===== src/design/lelm_pkg.sv =====
`default_nettype none

package lelm_pkg;

    // Widths fixed by the transaction formats.
    localparam int ENTRY_W = 8;
    localparam int COUNT_W = 9;

    // Default size of the entry set.
    localparam int ENTRIES_DEFAULT = 256;

    // Command codes.
    localparam logic CMD_INSERT = 1'b0;
    localparam logic CMD_UNLINK = 1'b1;

    typedef struct packed {
        logic               command;
        logic [ENTRY_W-1:0] entry_index;
    } t_in_item;

    typedef struct packed {
        logic               error;
        logic               front_valid;
        logic [ENTRY_W-1:0] front_entry;
        logic               rear_valid;
        logic [ENTRY_W-1:0] rear_entry;
        logic [COUNT_W-1:0] linked_count;
    } t_out_item;

    typedef enum logic [2:0] {
        S_INIT,
        S_IDLE,
        S_EVAL,
        S_CLEAR,
        S_DONE
    } t_state;

    // Commands from the controller to the datapath.
    typedef struct packed {
        logic init_wr;  // clear one link entry of the post-reset sweep
        logic capture;  // take the input transaction and read its links
        logic eval;     // decide and apply the neighbor updates
        logic clear;    // invalidate both links of the unlinked entry
        logic load;     // move the result into the output register
    } t_cmd;

    // Status from the datapath to the controller.
    typedef struct packed {
        logic init_last;   // the sweep is at its last entry
        logic need_clear;  // the evaluated command unlinks a linked entry
        logic out_free;    // the output register can take a result now
    } t_status;

endpackage

`default_nettype wire


===== src/design/lelm_ctrl.sv =====
`default_nettype none

module lelm_ctrl (
    input  wire                    i_clk,
    input  wire                    i_rst_n,
    input  wire                    i_in_valid,
    input  wire lelm_pkg::t_status i_status,
    output logic                   o_in_stall,
    output lelm_pkg::t_cmd         o_cmd
);

    lelm_pkg::t_state r_state;
    lelm_pkg::t_state n_state;

    always_ff @(posedge i_clk) begin
        if (!i_rst_n) begin
            r_state <= lelm_pkg::S_INIT;
        end else begin
            r_state <= n_state;
        end
    end

    always_comb begin
        n_state    = r_state;
        o_cmd      = '0;
        o_in_stall = 1'b1;
        case (r_state)
            lelm_pkg::S_INIT: begin
                o_cmd.init_wr = 1'b1;
                if (i_status.init_last) begin
                    n_state = lelm_pkg::S_IDLE;
                end
            end
            lelm_pkg::S_IDLE: begin
                o_in_stall = 1'b0;
                if (i_in_valid) begin
                    o_cmd.capture = 1'b1;
                    n_state       = lelm_pkg::S_EVAL;
                end
            end
            lelm_pkg::S_EVAL: begin
                o_cmd.eval = 1'b1;
                n_state    = i_status.need_clear ? lelm_pkg::S_CLEAR : lelm_pkg::S_DONE;
            end
            lelm_pkg::S_CLEAR: begin
                o_cmd.clear = 1'b1;
                n_state     = lelm_pkg::S_DONE;
            end
            lelm_pkg::S_DONE: begin
                if (i_status.out_free) begin
                    o_cmd.load = 1'b1;
                    n_state    = lelm_pkg::S_IDLE;
                end
            end
            default: begin
                n_state = lelm_pkg::S_INIT;
            end
        endcase
    end

endmodule

`default_nettype wire


===== src/design/lelm_dp.sv =====
`default_nettype none

module lelm_dp #(
    parameter int ENTRIES = lelm_pkg::ENTRIES_DEFAULT
) (
    input  wire                       i_clk,
    input  wire                       i_rst_n,
    input  wire lelm_pkg::t_cmd       i_cmd,
    input  wire lelm_pkg::t_in_item   i_in,
    input  wire                       i_out_stall,
    output lelm_pkg::t_status         o_status,
    output logic                      o_out_valid,
    output lelm_pkg::t_out_item       o_out
);

    localparam int IDX_W = $clog2(ENTRIES);
    localparam int LNK_W = IDX_W + 1;   // valid bit on top of an entry index

    // Link memories, one word per entry: {valid, index}.
    logic [LNK_W-1:0] next_mem [ENTRIES];
    logic [LNK_W-1:0] prev_mem [ENTRIES];

    logic [LNK_W-1:0] r_next_rd;
    logic [LNK_W-1:0] r_prev_rd;

    logic                         r_command;
    logic [lelm_pkg::ENTRY_W-1:0] r_entry;

    logic [IDX_W-1:0]             r_front;
    logic [IDX_W-1:0]             n_front;
    logic                         r_front_ok;
    logic                         n_front_ok;
    logic [IDX_W-1:0]             r_rear;
    logic [IDX_W-1:0]             n_rear;
    logic                         r_rear_ok;
    logic                         n_rear_ok;
    logic [lelm_pkg::COUNT_W-1:0] r_count;
    logic [lelm_pkg::COUNT_W-1:0] n_count;
    logic                         r_error;
    logic                         n_error;

    logic [IDX_W-1:0] r_init_addr;

    logic             r_out_valid;
    lelm_pkg::t_out_item r_out;

    logic [IDX_W-1:0] rd_addr;
    logic [IDX_W-1:0] e_idx;
    logic             in_range;
    logic             linked;
    logic             do_ins;
    logic             do_unl;
    logic             next_v;
    logic [IDX_W-1:0] next_l;
    logic             prev_v;
    logic [IDX_W-1:0] prev_l;

    logic             nx_we;
    logic [IDX_W-1:0] nx_wa;
    logic [LNK_W-1:0] nx_wd;
    logic             pv_we;
    logic [IDX_W-1:0] pv_wa;
    logic [LNK_W-1:0] pv_wd;

    assign rd_addr = IDX_W'(i_in.entry_index);
    assign e_idx   = IDX_W'(r_entry);
    assign next_v  = r_next_rd[LNK_W-1];
    assign next_l  = r_next_rd[IDX_W-1:0];
    assign prev_v  = r_prev_rd[LNK_W-1];
    assign prev_l  = r_prev_rd[IDX_W-1:0];

    // Indexes at or beyond the entry count are ignored.
    assign in_range = (32'(r_entry) < ENTRIES);
    // A lone entry has no valid links but is the front of the list.
    assign linked   = next_v || prev_v || (r_front_ok && (r_front == e_idx));
    assign do_ins   = in_range && (r_command == lelm_pkg::CMD_INSERT) && !linked;
    assign do_unl   = in_range && (r_command == lelm_pkg::CMD_UNLINK) && linked;

    // Memory write selection.
    always_comb begin
        nx_we = 1'b0;
        nx_wa = e_idx;
        nx_wd = '0;
        pv_we = 1'b0;
        pv_wa = e_idx;
        pv_wd = '0;
        if (i_cmd.init_wr) begin
            nx_we = 1'b1;
            nx_wa = r_init_addr;
            pv_we = 1'b1;
            pv_wa = r_init_addr;
        end else if (i_cmd.clear) begin
            nx_we = 1'b1;
            pv_we = 1'b1;
        end else if (i_cmd.eval && do_ins) begin
            nx_we = 1'b1;
            nx_wd = {r_front_ok, r_front};
            pv_we = r_front_ok;
            pv_wa = r_front;
            pv_wd = {1'b1, e_idx};
        end else if (i_cmd.eval && do_unl) begin
            nx_we = prev_v;
            nx_wa = prev_l;
            nx_wd = {next_v, next_l};
            pv_we = next_v;
            pv_wa = next_l;
            pv_wd = {prev_v, prev_l};
        end
    end

    always_ff @(posedge i_clk) begin
        if (nx_we) begin
            next_mem[nx_wa] <= nx_wd;
        end
        if (i_cmd.capture) begin
            r_next_rd <= next_mem[rd_addr];
        end
    end

    always_ff @(posedge i_clk) begin
        if (pv_we) begin
            prev_mem[pv_wa] <= pv_wd;
        end
        if (i_cmd.capture) begin
            r_prev_rd <= prev_mem[rd_addr];
        end
    end

    always_ff @(posedge i_clk) begin
        if (i_cmd.capture) begin
            r_command <= i_in.command;
            r_entry   <= i_in.entry_index;
        end
    end

    // List head, tail and count.
    always_comb begin
        n_front    = r_front;
        n_front_ok = r_front_ok;
        n_rear     = r_rear;
        n_rear_ok  = r_rear_ok;
        n_count    = r_count;
        n_error    = r_error;
        if (i_cmd.eval) begin
            n_error = in_range && (r_command == lelm_pkg::CMD_INSERT) && linked;
            if (do_ins) begin
                n_count    = r_count + 1'b1;
                n_front    = e_idx;
                n_front_ok = 1'b1;
                if (!r_front_ok) begin
                    n_rear    = e_idx;
                    n_rear_ok = 1'b1;
                end
            end else if (do_unl) begin
                n_count = r_count - 1'b1;
                if (!next_v) begin
                    n_rear    = prev_l;
                    n_rear_ok = prev_v;
                end
                if (!prev_v) begin
                    n_front    = next_l;
                    n_front_ok = next_v;
                end
            end
        end
    end

    always_ff @(posedge i_clk) begin
        if (!i_rst_n) begin
            r_front_ok  <= 1'b0;
            r_rear_ok   <= 1'b0;
            r_count     <= '0;
            r_init_addr <= '0;
        end else begin
            r_front_ok <= n_front_ok;
            r_rear_ok  <= n_rear_ok;
            r_count    <= n_count;
            if (i_cmd.init_wr) begin
                r_init_addr <= r_init_addr + 1'b1;
            end
        end
    end

    always_ff @(posedge i_clk) begin
        r_front <= n_front;
        r_rear  <= n_rear;
        r_error <= n_error;
    end

    // Output register.
    always_ff @(posedge i_clk) begin
        if (!i_rst_n) begin
            r_out_valid <= 1'b0;
        end else if (i_cmd.load) begin
            r_out_valid <= 1'b1;
        end else if (!i_out_stall) begin
            r_out_valid <= 1'b0;
        end
    end

    always_ff @(posedge i_clk) begin
        if (i_cmd.load) begin
            r_out.error        <= r_error;
            r_out.front_valid  <= r_front_ok;
            r_out.front_entry  <= r_front_ok ? lelm_pkg::ENTRY_W'(r_front) : '0;
            r_out.rear_valid   <= r_rear_ok;
            r_out.rear_entry   <= r_rear_ok ? lelm_pkg::ENTRY_W'(r_rear) : '0;
            r_out.linked_count <= r_count;
        end
    end

    assign o_out_valid = r_out_valid;
    assign o_out       = r_out;

    assign o_status.init_last  = (r_init_addr == IDX_W'(ENTRIES - 1));
    assign o_status.need_clear = do_unl;
    assign o_status.out_free   = !r_out_valid || !i_out_stall;

endmodule

`default_nettype wire


===== src/design/lru_entry_list_manager.sv =====
`default_nettype none

// LRU entry list manager. The block keeps a doubly linked recency list over
// ENTRIES cache entries, from the most recently used entry (front) to the least
// recently used one (rear, the eviction candidate), and counts the linked
// entries. Each input transaction names an entry and a command: insert puts the
// entry at the front, unlink takes it out of the list wherever it sits. An insert
// of an entry that is already linked is refused with the error flag set, an
// unlink of an entry that is not linked changes nothing, and an index at or
// beyond ENTRIES is ignored. Every input transaction gives exactly one output
// transaction with the front, rear and count after the command. Items are
// handled one at a time. For an insert, a refused insert or an ignored command
// the transaction is captured, then evaluated, then its result is loaded into
// the output register. An unlink of a linked entry has a clear step between
// the evaluation and the load, because the unlink first reads the entry's
// links, then rewrites the neighbors' links, then invalidates the entry's own
// links, and each link memory has one write port. The next input transaction
// is accepted in the cycle after the result is loaded. The result may still
// wait in the output register while the next transaction is worked on; the
// load of that next result waits until the output register is free. After
// reset the block sweeps both link memories to invalidate every link, and
// holds o_in_stall high until the sweep is done.

module lru_entry_list_manager #(
    parameter int ENTRIES = lelm_pkg::ENTRIES_DEFAULT
) (
    input  wire                       i_clk,
    input  wire                       i_rst_n,
    input  wire                       i_in_valid,
    output logic                      o_in_stall,
    input  wire lelm_pkg::t_in_item   i_in,
    output logic                      o_out_valid,
    input  wire                       i_out_stall,
    output lelm_pkg::t_out_item       o_out
);

    // Command and status between the sequencer and the list datapath.
    lelm_pkg::t_cmd    cmd;
    lelm_pkg::t_status status;

    lelm_ctrl u_ctrl (
        .i_clk      (i_clk),
        .i_rst_n    (i_rst_n),
        .i_in_valid (i_in_valid),
        .i_status   (status),
        .o_in_stall (o_in_stall),
        .o_cmd      (cmd)
    );

    lelm_dp #(
        .ENTRIES (ENTRIES)
    ) u_dp (
        .i_clk       (i_clk),
        .i_rst_n     (i_rst_n),
        .i_cmd       (cmd),
        .i_in        (i_in),
        .i_out_stall (i_out_stall),
        .o_status    (status),
        .o_out_valid (o_out_valid),
        .o_out       (o_out)
    );

endmodule

`default_nettype wire

===== config.mk =====
export PLATFORM = sky130hd
export DESIGN_NAME = lru_entry_list_manager
export DESIGN_NICKNAME = d
export VERILOG_FILES = /design/src/design/lelm_pkg.sv /design/src/design/lelm_ctrl.sv /design/src/design/lelm_dp.sv /design/src/design/lru_entry_list_manager.sv
export SDC_FILE = /design/constraint.sdc
export NUM_CORES = 2
export LEC_CHECK = 0
export BUFFER_PORTS_ARGS = -buffer_cell sky130_fd_sc_hd__buf_4
export CAP_MARGIN = 20
export CORE_MARGIN = 2
export CORE_UTILIZATION = 39
export CTS_CLUSTER_SIZE = 40
export DETAILED_ROUTE_END_ITERATION = 6
export PLACE_DENSITY_LB_ADDON = 0.15
export SYNTH_ARGS = -nofsm -noshare
export SYNTH_HDL_FRONTEND = slang
export SYNTH_MEMORY_MAX_BITS = 65536
export SYNTH_SLANG_ARGS = --single-unit

===== constraint.sdc =====
create_clock -name i_clk -period 14.7 [get_ports i_clk]
set_input_delay 2.205 -clock i_clk [delete_from_list [all_inputs] [get_ports i_clk]]
set_output_delay 2.205 -clock i_clk [all_outputs]
set_load 0.02 [all_outputs]

After elaboration in Yosys (flattened, before gate mapping):

Memories as Yosys holds them, arrays and structs flattened. A register that Yosys moved wholly into a read port is not among the register bits.
Index checks and enable logic that the tools add are counted.

* word-level logic and storage cells: 113
* bits in writable memories: 4608
* memories kept: 2
* register bits after elaboration: 77
* bits of input ports: 13
* output and inout port bits: 30

Memory list
* u_dp.next_mem: depth 256, bits a word 9, rd ports 1, clocked after memory_dff 1, wr ports 1, RTL line lelm_dp.sv:20 `logic [LNK_W-1:0] next_mem [ENTRIES];`
* u_dp.prev_mem: depth 256, bits a word 9, rd ports 1, clocked after memory_dff 1, wr ports 1, RTL line lelm_dp.sv:21 `logic [LNK_W-1:0] prev_mem [ENTRIES];`

* reduce and logical (&&, ||, !) cells: 18
* equal/unequal tests: 13
* $add $sub $neg: 3
* muxes and demuxes: 59
* bitwise gates (word level): 1

Operators by type and width (count)
* 2-to-1 mux 8 bit: 15
* 2-to-1 mux 9 bit: 10
* 2-to-1 mux 1 bit: 29
* case mux 3 bit (5 select lines): 1
* 2-to-1 mux 3 bit: 4
* inequality test 2 bit, second input constant: 6
* adder 9 x 1 -> 9 bit, second input constant: 1
* subtractor 9 x 1 -> 9 bit, second input constant: 1
* adder 8 x 1 -> 8 bit, second input constant: 1
* == test 8 bit: 1
* == test 8 bit, second input constant: 1
* == test 3 x 2 -> 1 bit, second input constant: 2
* logical AND 1 bit: 6
* AND reduction 3 bit: 2
* AND reduction 4 bit: 1
* == test 3 x 1 -> 1 bit, second input constant: 1
* == test 3 bit, second input constant: 1
* logical NOT 1 bit: 3
* logical NOT 3 bit: 1
* logical OR 1 bit: 3
* inequality test 2 x 1 -> 1 bit, second input constant: 1
* AND reduction 2 bit: 1
* nonzero test 2 bit: 1
* NOT 1 bit: 1

Depth between registers and ports, before layout:

* depth in word-level cells: 11
* mapped depth: 16

Modules after synthesis:

Synthesis repeated with hierarchy kept, for this count alone.

* cells, all modules: 8841
* area total of the unflattened synthesis: 181661.7 um2

Modules (own cells, without submodules)
* lelm_dp: area an instance 181399.0 um2, times used 1, cells each 8808
* lelm_ctrl: area an instance 262.8 um2, times used 1, cells each 33

Least setup slack after synthesis:

No wires, ideal clock.

* path kind: register to register
* start: reg u_dp.r_entry (netlist bit u_dp.e_idx[1])
* end: mem u_dp.next_mem[0][4] (netlist bit), data pin
* setup slack: 0.725 ns
* buffers on the path: 3
* data arrival time: 11.788 ns
* library setup time: 2.187 ns
* period minus slack after synthesis: 13.975 ns
* cell stages (with the launch flop): 11
* data required time: 12.513 ns
* cells stage by stage: edfxtp_1 -> clkbuf_1 -> xnor2_1 -> nand4_1 -> o31ai_1 -> inv_1 -> ha_1 -> nor4bb_1 -> buf_2 -> clkbuf_1 -> o21ai_0

* cells in the longest elaborated chain, start to end: 9

RTL lines
* start, declared: RTL line lelm_dp.sv:27 `logic [lelm_pkg::ENTRY_W-1:0] r_entry;`
* start signal, assigned: RTL line lelm_dp.sv:132 `r_entry <= i_in.entry_index;`
* == test 8 bit *: RTL line lelm_dp.sv:75 `assign linked = next_v || prev_v || (r_front_ok && (r_front == e_idx));`
* logical AND 1 bit *: RTL line lelm_dp.sv:75
* logical OR 1 bit *: RTL line lelm_dp.sv:75
* logical AND 1 bit or logical NOT 1 bit (tied branches): RTL line lelm_dp.sv:77, lelm_dp.sv:76
* logical AND 1 bit (on tied branches): RTL line lelm_dp.sv:101, lelm_dp.sv:76
* 2-to-1 mux 9 bit or logical AND 1 bit (tied branches): RTL line lelm_dp.sv:101, lelm_dp.sv:95
* 2-to-1 mux 9 bit *: RTL line lelm_dp.sv:95 `end else if (i_cmd.eval && do_ins) begin`
* 2-to-1 mux 9 bit *: RTL line lelm_dp.sv:92 `end else if (i_cmd.clear) begin`
* 2-to-1 mux 9 bit *: RTL line lelm_dp.sv:87 `if (i_cmd.init_wr) begin`
* via u_dp.nx_wd[4]: RTL line lelm_dp.sv:60 `logic [LNK_W-1:0] nx_wd;`
* end, declared: RTL line lelm_dp.sv:20

The timed path passes the listed nets; every way through them passes the cells marked *.

Worst setup path in the final report:

* start: reg u_dp.r_entry (netlist bit u_dp.e_idx[7])
* end: mem u_dp.next_mem[169][0] (netlist bit) (enable)

* cells in the longest elaborated chain, start to end: 11

RTL lines
* == test 8 bit: RTL line lelm_dp.sv:75
* logical AND 1 bit: RTL line lelm_dp.sv:75
* logical OR 1 bit: RTL line lelm_dp.sv:75
* logical AND 1 bit or logical NOT 1 bit (tied branches): RTL line lelm_dp.sv:77, lelm_dp.sv:76
* logical AND 1 bit (on tied branches): RTL line lelm_dp.sv:101, lelm_dp.sv:76
* 2-to-1 mux 1 bit or logical AND 1 bit (tied branches): RTL line lelm_dp.sv:101, lelm_dp.sv:95
* 2-to-1 mux 1 bit: RTL line lelm_dp.sv:95
* 2-to-1 mux 1 bit: RTL line lelm_dp.sv:92
* 2-to-1 mux 1 bit: RTL line lelm_dp.sv:87
* 2-to-1 mux 1 bit: RTL line lelm_dp.sv:112 `if (nx_we) begin`
* 2-to-1 mux 1 bit (not written as such): RTL line lelm_dp.sv:113 `next_mem[nx_wa] <= nx_wd;`

Parallel ways exist; a longest one is shown, timed or not.

==> run_results.csv <==
group,metric,value,unit
setup_path,r2r_setup_slack,8010,ps
sta,worstMarginPinSlew,1510,ps
floorplanning,dieWidth,686,um
hold_path,hold_depth,0,
cells_and_area,area_growth,13.2,%
hold_path,whs_endpoint,"u_dp.o_out[8]",
clock_tree,root_buffer,"clkbuf_16",
cells_and_area,nets,9103,
sta,final_max_slew_viol_count,43,
detailed_routing,viasPerCell,5.72,
synthesis,yosysWarnings,0,
floorplanning,die_area,470000,sq um
placed_design,io_buffers,42,
setup_path,regToRegStartpoint,"u_dp.e_idx[7]",
setup_path,r2r-end,"u_dp.next_mem[169][0]",
detailed_routing,drc_errors,0,
setup_path,worstSetupPathType,"register to register",
clock_tree,cts_setup_buffers,0,
sta,fin_crit,6690,ps
detailed_routing,post_drt_wl_per_cell,31.8,um
synthesis,avgSynthCellArea,20.5,sq um
cells_and_area,final_layout_size_suffix_gt1_frac,0.206,
synthesis,syn_area,181000,sq um
clock_tree,cts_resized,0,
detailed_routing,drtIter0Drc,9519,
floorplanning,io-pin-count,43,
sta,setup_viol,0,
flow_run,max_cap_violations,0,
global_routing,grt_pass1_wl,702,mm
sta,worst_hold_slack,445,ps
synthesis,synth-seq-cells,4703,
detailed_routing,num_vias,89632,
cells_and_area,final_area,205000,sq um
global_routing,grt.overflow.total,0,
setup_path,cp-end-kind,"register",
sta,max_freq,150,MHz
sta,layout_setup_ws,8010,ps
cells_and_area,fin_util,0.443,
clock_tree,clk_latency,1030,ps
sta,fin_setup_tns,0,ps
hold_path,hp-class,"register to register",
sta,hold_viol,0,
clock_tree,cts_tree,"done",
global_routing,grt_pass1_vias,90929,
synthesis,yosysUniqueCellTypes,80,
clock_tree,cts.sinks,4703,
detailed_routing,routed_wl,498,mm
clock_tree,numCtsBuffers,477,
setup_path,start_kind,"register",
global_routing,grtUsageTotal,0.207,
setup_path,r2r_cells,12,
clock_tree,htree_num_levels,5,
synthesis,syn_nets,8862,
floorplanning,die_h,686,um
synthesis,synth_top_area_cell,"edfxtp_1",
status,status,"complete, but fails checks",
synthesis,synth-async-reset-ratio,0,
status,violations,"slew limit",
power,ir_worst_vdd,0.108,mV
sta,relSlewSlack,-0.00427,
placed_design,dpl_worst_slack,7030,ps
sta,rsz0062_at_grt,"false",
power,powerDensity,134,nW/um^2
synthesis,synth.area.top_cells,"edfxtp_1, mux4_2, mux2i_1",
synthesis,syn_inst,8837,
floorplanning,start_util,0.391,
synthesis,ys_seq_area_frac,0.778,
hold_path,worstHoldStart,"u_dp.r_count[8]",
detailed_routing,ant_nets,0,
synthesis,yosys.area.top_type_share,0.775,
power,p_leak,55.5,nW
synthesis,synth_edf_count,4680,
setup_path,required,15310,ps
clock_tree,clk_pin_slew_worst_paths,60,ps
placed_design,hpwlAfterDp,293,mm
sta,period_share,0.455,
global_routing,grt_start_max_net_pins,217,
floorplanning,core_area,463000,sq um
global_routing,antenna_found_initial,20,
sta,clock_skew,51.2,ps
clock_tree,clockBufferDepth,4,
setup_path,critPathArrivalTime,7300,ps
detailed_routing,drt-pass1-iter-count,7,
floorplanning,rows,250,
setup_path,worstPathMaxFanout,12,
placed_design,gp_congestion,0.827,
placed_design,placedInstanceArea,189000,sq um
synthesis,ys.flop_type,"edfxtp_1",
clock_tree,hold_buffers,0,
[routing by layer]
| metal | vias to the layer above | track usage | share of wire |
|---|---|---|---|
| met4 | 0 | 0.0537 | 0.028 |
| met1 | 48511 | 0.295 | 0.43 |
| met5 | - | 0 | 0 |
| met2 | 3133 | 0.338 | 0.48 |
| met3 | 643 | 0.0286 | 0.061 |
| li1 | 37345 | - | - |
[synth_stat cells, types with 3 or more instances]
master	count
a2111oi_0	3
a211oi_1	7
a21boi_0	4
a21o_1	4
a21oi_1	162
a221oi_1	54
a22o_1	125
a22oi_1	213
a311oi_1	16
and2_1	36
and2b_1	4
and3_1	7
buf_1	38
buf_2	248
buf_4	52
clkbuf_1	202
dfxtp_1	23
edfxtp_1	4680
ha_1	11
inv_1	26
mux2_2	6
mux2i_1	567
mux4_2	879
nand2_1	133
nand2_2	5
nand2b_1	7
nand3_1	27
nand3b_1	4
nand4_1	26
nand4b_1	3
nand4bb_1	5
nor2_1	552
nor2b_1	35
nor3_1	134
nor4_1	69
o211a_1	5
o21ai_0	61
o221ai_1	3
o22ai_1	321
o31ai_1	3
or2_2	4
or3_1	5
xnor2_1	19
[power by group]
| part | total (mW) | internal (mW) | switching [mW] |
|---|---|---|---|
| Sequential | 14.5 | 14.5 | 0.00456 |
| Clock | 12.2 | 7.03 | 5.15 |
| Combinational | 0.802 | 0.254 | 0.548 |
[flip-flops by register name, summed over array words and instances (netlist names), 3 cells and up]
name and cells:
u_ctrl.r_state 3, u_dp.e_idx 8, u_dp.next_mem 2304, u_dp.o_out 28, u_dp.prev_mem 2304, u_dp.r_count 9, u_dp.r_front 8, u_dp.r_init_addr 8
u_dp.r_next_rd 9, u_dp.r_prev_rd 9, u_dp.r_rear 8
[final cells by class]
cell class | instances | area, sq um
fill | 39097 | 258000
clock inverter | 295 | 3030
clock buffer | 583 | 12600
inverter | 27 | 101
antenna | 7 | 17.5
timing repair buffer | 304 | 2820
sequential | 4703 | 141000
tap | 6174 | 7720
multi-input combinational | 3565 | 38100
[critical path, cell delays in order (launching register included)]
cell and delay (ps):
edfxtp_1 580, xnor2_1 240, nand3_1 110, o31ai_1 390, ha_1 570, nand4bb_1 390, o2bb2ai_1 280, a21boi_1 760
o21ai_0 590, nor2_1 440, nand2_1 550, buf_4 450, nor2_1 850
[metrics by stage]
stage	cells	power (mW)
2_1_floorplan	8837	15.3
3_3_place_gp	14699	15.6
3_5_place_dp	14724	15.6
4_1_cts	15602	27.8
5_1_grt	15656	28.3
6_report	15658	27.5
[worst max path at each step]
stage | from | to | cells after the start
final | u_dp.e_idx[7] | u_dp.next_mem[169][0] | 12
after global routing | u_dp.e_idx[3] | u_dp.next_mem[57][1] | 12
after CTS | u_dp.e_idx[7] | u_dp.next_mem[153][2] | 12
after detailed placement | i_in[0] | u_dp.r_next_rd[1] | 10
after global placement | i_in[0] | u_dp.r_next_rd[2] | 12
after floorplan | u_dp.e_idx[1] | u_dp.next_mem[0][4] | 10
[logic make-up after synthesis]
group / after synthesis / synth area share
DFF: 4703 / 0.778
muxes: 1452 / 0.141
xor gates and xnor gates: 21 / 0.00101
buffers and inverters: 569 / 0.0146
AOI/OAI and AO/OA: 1002 / 0.0378
adders and majority gates: 12 / 0.000869
and+or+nand+nor: 1078 / 0.0273
[cells in the final DEF (no fill, tap or decap), drive strengths merged, types with 11 or more instances in the layout]
master,instances
clkbuf,587
clkinvlp,25
a22oi,213
buf,300
xnor2,19
nand2,138
bufinv,56
a311oi,16
nor2b,35
a221oi,54
edfxtp,4680
inv,40
nand4,26
a21oi,163
nor3,134
nor4,70
clkinv,201
dfxtp,23
mux4,879
o21ai,62
o22ai,321
nor2,556
and2,37
nand3,27
mux2i,567
a22o,126
ha,11
Note: power is estimated with default switching activity, not from simulation.
